<file path="src/hdl/cca_pkg.sv">
// Package for the concurrent call admission block.
// Holds the request and response payload types, the status and request codes,
// and the command and status structs between the controller and the datapath.
package cca_pkg;

	// Request codes.
	localparam logic REQ_ADMIT   = 1'b0;
	localparam logic REQ_RELEASE = 1'b1;

	// Response status codes.
	localparam logic [2:0] STAT_NEW      = 3'd0;
	localparam logic [2:0] STAT_BRANCH   = 3'd1;
	localparam logic [2:0] STAT_LIMIT    = 3'd2;
	localparam logic [2:0] STAT_FULL     = 3'd3;
	localparam logic [2:0] STAT_BR_REL   = 3'd4;
	localparam logic [2:0] STAT_CALL_REL = 3'd5;

	// Saturation value of the account and branch counters.
	localparam logic [15:0] CNT_MAX = 16'hFFFF;

	// One admission or release request.
	typedef struct packed {
		logic        req_type;
		logic [7:0]  account_id;
		logic [31:0] call_tag;
		logic [15:0] call_limit;
	} req_t;

	// One response.
	typedef struct packed {
		logic        accepted;
		logic [2:0]  status;
		logic [15:0] active_calls;
		logic [15:0] branch_count;
	} rsp_t;

	// Commands from the controller to the datapath.
	typedef struct packed {
		logic clear;
		logic load;
		logic scan;
		logic commit;
	} ctl_cmd_t;

	// Status from the datapath to the controller.
	typedef struct packed {
		logic clear_last;
		logic scan_last;
	} ctl_sts_t;

endpackage

</file>
<file path="src/hdl/cca_ctrl.sv">
// Controller state machine of the concurrent call admission block.
// Sequences the clearing pass, the request load, the call table scan and the commit.
// Depends on cca_pkg for the command and status structs.
module cca_ctrl import cca_pkg::*; (
	input  logic     clk,
	input  logic     arst_n,
	input  logic     start,
	input  ctl_sts_t sts,
	output ctl_cmd_t cmd,
	output logic     busy
);

	localparam logic [2:0] S_CLEAR  = 3'd0;
	localparam logic [2:0] S_IDLE   = 3'd1;
	localparam logic [2:0] S_SCAN   = 3'd2;
	localparam logic [2:0] S_DRAIN  = 3'd3;
	localparam logic [2:0] S_DECIDE = 3'd4;

	logic [2:0] state_q;
	logic [2:0] state_nxt;

	// Next state and command decode.
	always_comb begin
		state_nxt  = state_q;
		cmd        = '0;
		unique case (state_q)
			S_CLEAR: begin
				cmd.clear = 1'b1;
				if (sts.clear_last) begin
					state_nxt = S_IDLE;
				end
			end
			S_IDLE: begin
				if (start) begin
					cmd.load  = 1'b1;
					state_nxt = S_SCAN;
				end
			end
			S_SCAN: begin
				cmd.scan = 1'b1;
				if (sts.scan_last) begin
					state_nxt = S_DRAIN;
				end
			end
			S_DRAIN: begin
				state_nxt = S_DECIDE;
			end
			S_DECIDE: begin
				cmd.commit = 1'b1;
				state_nxt  = S_IDLE;
			end
			default: begin
				state_nxt = S_IDLE;
			end
		endcase
	end

	// State register; reset starts the clearing pass.
	always_ff @(posedge clk or negedge arst_n) begin
		if (!arst_n) begin
			state_q <= S_CLEAR;
		end else begin
			state_q <= state_nxt;
		end
	end

	assign busy = (state_q != S_IDLE);

endmodule

</file>
<file path="config.mk">
export PLATFORM = sky130hd
export DESIGN_NAME = cca_ctrl
export DESIGN_NICKNAME = d
export VERILOG_FILES = /design/src/hdl/cca_pkg.sv /design/src/hdl/cca_ctrl.sv
export SDC_FILE = /design/constraint.sdc
export NUM_CORES = 1
export LEC_CHECK = 0
export ABC_CLOCK_PERIOD_IN_PS = 1400
export BUFFER_PORTS_ARGS = -buffer_cell sky130_fd_sc_hd__buf_2
export CORE_AREA = 2 2 39 41
export CTS_CLUSTER_SIZE = 40
export DETAILED_ROUTE_END_ITERATION = 8
export DIE_AREA = 0 0 41 43
export HOLD_SLACK_MARGIN = 0.05
export MAX_ROUTING_LAYER = met4
export PLACE_DENSITY = 0.37
export SYNTH_ARGS = -nofsm -noshare
export SYNTH_HDL_FRONTEND = slang
export SYNTH_SLANG_ARGS = --single-unit
</file>
<file path="constraint.sdc">
create_clock -name clk -period 1.4 [get_ports clk]
set_clock_uncertainty 0.1 [all_clocks]
set_input_delay 0.28 -clock clk [delete_from_list [all_inputs] [get_ports clk]]
set_output_delay 0.28 -clock clk [all_outputs]
set_load 0.01 [all_outputs]
</file>
Yosys cells after proc, flatten, opt, wreduce, memory -nomap -nowiden
Index checks and enable logic that the tools add are counted.

Mux-type cells: 9. Reduce and logical (&&, ||, !) cells: 2. Eq/ne operators: 8.

Operators with widths (count): 3-bit case mux with 4 select lines (1); 3-bit two-way mux (3); 3-bit by 2-bit equality test with 1-bit output (second input constant) (2); 2-bit inequality test (second input constant) (3); 1-bit two-way mux (5); 3-bit by 1-bit equality test with 1-bit output (second input constant) (1); 3-bit equality test (second input constant) (1); 3-bit logical NOT (1); 3-bit by 1-bit inequality test with 1-bit output (second input constant) (1); 3-bit AND reduction (1).

Output and inout port bits: 5. Bits in registers: 3. Logic and storage cells: 20. Input bits: 5.

Longest topological paths before layout
Depth after elaboration: 3. Depth in mapped cells: 3. Gate-level depth less buffers: 3.

Worst setup path before layout
No wires, ideal clock.

Path kind: register -> output. Start point: register state_q[2]. End point: output cmd[2] (netlist bit). Arrival: 1032 ps. Stages on the path, launching flop included: 3. Required time: 1020 ps. Buffers on the path: 0. Setup slack: -12 ps. Cell sequence: dfrtp_1 or3_1 nor2_1.

RTL lines: start: declaration (RTL line cca_ctrl.sv:19) `logic [2:0] state_q;`; start signal: assignment (RTL line cca_ctrl.sv:63) `state_q <= state_nxt;`; end: declaration (RTL line cca_ctrl.sv:9) `output ctl_cmd_t cmd,`.

==> metrics.md <==
| Metric | Value |
|---|---|
| Sequential fraction of the synthesis area | 49.2% |
| IO Port Bufs | 9 |
| Combinational share of power | 60.0% |
| Cell Rows | 14 |
| Most frequent cells in the layout | buf_2 (9), buf_4 (4), clkbuf_4 (3), dfrtp_1 (3), nor2_1 (2) |
| Die X | 41 um |
| Top cell type's share of synthesized area | approximately half |
| Power Density | 2260 nW/um^2 |
| Worst path required time | 1.02 ns |
| Fin Setup TNS | -0.368 ns |
| Starting Density | 11.0% |
| RD Place Congestion | just over 0.6 |
| Hold EP | state_q[0] |
| Die Y | 43 um |
| Initial antenna violation count | 0 |
| Met3 wire len | 7 um |
| Wire length per cell | 8.58 um |
| Top sig layer | met3 |
| Layout cells sized above 1 | 64.9% |
| TritonCTS buffer count | 3 |
| Setup ws final | -0.175 ns |
| Leakage Power | 0.000173 uW |
| Vias in the first global route | 209 |
| Final hold slack | ~0.22 ns |
| CTS Root Cell | clkbuf_4 |
| Largest net degree at the start of global routing | 8 |
| Routed met1 length | about 130 um |
| Core Util, Final | 23.4% |
| Worst Path Arrival | approximately 1.2 ns |
| Setup crit start kind | flip-flop |
| Worst skew pair latency | 0.23 ns |
| Post-DP HPWL | 339 um |
| Worst vdd ir | 0.318 mV |
| Overflow after GRT | 0 |
| FMAX | 635 MHz |
| Period Utilization, post-route | 112% |
| Switch share | around 38% |
| Yosys top cell by area | dfrtp_1 |
| All-Layer GR Usage | 6.91% |
| Max H-tree Level | 1 |
| Hold Crit Class | input pin to flip-flop |
| Pre-antenna DRT Iters | 1 |
| Number of routed nets with antenna violations | 0 |
| Gate count after technology mapping | 18 |
| Finished Layout Cells | between 50 and 60 |
| Number of placed instances, taps included | 47 |
| Max Slew Vio Count | 0 |
| Final hold vios | 0 |
| Distinct cells, synth | 12 |
| First-pass GRT wire length | 710 um |
| Vias per cell | 3.72 |
| RR Endpoint | state_q[1] |
| Met2 Wirelength | 313 um |
| Reg-to-reg startpoint | state_q[0] |
| Int Pwr | 454 uW |
| Failing checks | setup timing |
| WHS Path Cells | 3 |
| Pre-CTS WS | 0.0434 ns |
| Setup crit end kind | output pin |
| FF-to-FF setup slack | 0.06 ns |
| Number of synthesized register bits | 3 |
| Antenna diodes | 0 |
| Area delta synth->final | 112% |
| Min Tclk post-route | 1.57 ns |
| RSZ-0062 raised after global routing | yes |
| Reg power frac | 19.8% |
| Reg with most FFs | state_q |
| Final net count | 43 |
| Top Registers | state_q (3) |
| Commonest non-fill, non-tap cell in the layout | buf_2 |
| Critical setup path kind | flip-flop to output pin |
| Number of filler cells placed in the layout | 155 |
| TritonCTS clock tree | yes |
| Synthesis Warnings | 0 |
| Core ar. | 1380 um^2 |
| Slew headroom | 88.4% |
| Max Cap Viol | 0 |
| Hold Startpoint | sts[0] |
| Post-Route WL | 455 um |
| Worst-path clk slew | 0.04 ns |
| Max reg flops | 3 |
| Clk buf depth | 2 |
| Drt drc | 0 |
| Status | complete, but fails checks |
| Initial DRC Count | 0 |
| Top post-synthesis cells by area | dfrtp_1 (49%), or3_1 (8.2%), nor2_1 (7.4%), mux2i_1 (6.6%), nand2_1 (4.9%) |
| Post-synthesis net count | 23 |
| Crit path max fanout | 2 |
| Slew @ Worst Pin | between 0.15 and 0.2 ns |
| Reg2reg path depth | 5 |
| Die area | 1760 um^2 |
| P_sw | 278 uW |
| I/O pin total | 10 |
| Avg Cell Area, Syn | 8.48 um^2 |
| Clock network power share | 20.1% |
| Synthesized cell area | 153 um^2 |
| Vias | a little under 200 |
| CTS sink cnt | 3 |
| Final setup violation count | 5 |
[critical path, cell delays in order, from the launching register on]
cell and delay, ns:
dfrtp_1 0.37, or3_4 0.39, nor2_2 0.08, buf_2 0.13
[power groups by stage]
stage / Clock, uW / Combinational [uW] / Sequential [uW]
after global placement: 0 / 335 / 147
after floorplan: 0 / 145 / 166
after CTS: 157 / 417 / 145
after global routing: 159 / 476 / 149
final: 147 / 439 / 145
after detailed placement: 0 / 339 / 144
[worst max path at each step]
stage,startpoint,end,cells past startpoint
after detailed placement,state_q[2],cmd[2],3
after global routing,state_q[2],cmd[2],3
after CTS,state_q[2],cmd[2],3
after global placement,state_q[2],cmd[2],3
final,state_q[2],cmd[2],3
after floorplan,state_q[2],cmd[2],2
[cell families after synthesis]
logic type,count (synthesis),share of synthesized area [%]
muxes,1,6.56
DFF,3,49.2
and+or+nand+nor,9,28.7
buffers and inverters,2,4.91
AOI/OAI and AO/OA,3,10.7
[cell usage after synthesis]
| master | number |
|---|---|
| o21ai_0 | 1 |
| inv_2 | 1 |
| a21oi_1 | 1 |
| inv_1 | 1 |
| a31oi_1 | 1 |
| nor3b_1 | 1 |
| nor2_1 | 3 |
| dfrtp_1 | 3 |
| nor3_1 | 1 |
| or3_1 | 2 |
| nand2_1 | 2 |
| mux2i_1 | 1 |
[repair_timing]
action                     in CTS  in global routing
setup endpoints to repair       5                  6
pin swaps                       1                  2
hold buffers                    1                  0
setup buffers                   1                  0
hold endpoints to repair        3                  0
gates resized for setup         5                  2
[layer usage]
metal	track usage (%)	vias to the layer above
met1	3.90	95
met5	-	-
met4	8.00	0
li1	-	100
met3	3.14	0
met2	11.6	2
[per-stage QoR]
stage | total power (uW) | instance area (um^2)
final | 732 | 324
after global routing | 784 | 324
after CTS | 718 | 315
after detailed placement | 483 | 250
after global placement | 482 | 250
after floorplan | 311 | 155
[cell type report]
type | instances | area (um^2) | area share, %
clock buffers | 4 | 26.3 | 8.11
inverters | 2 | 7.51 | 2.32
multi-input cells | 13 | 98.8 | 30.5
flip-flops and latches | 3 | 75.1 | 23.2
well taps | 16 | 20.0 | 6.18
repair buffers | 15 | 96.3 | 29.7
(Power assumes the default switching activity.)
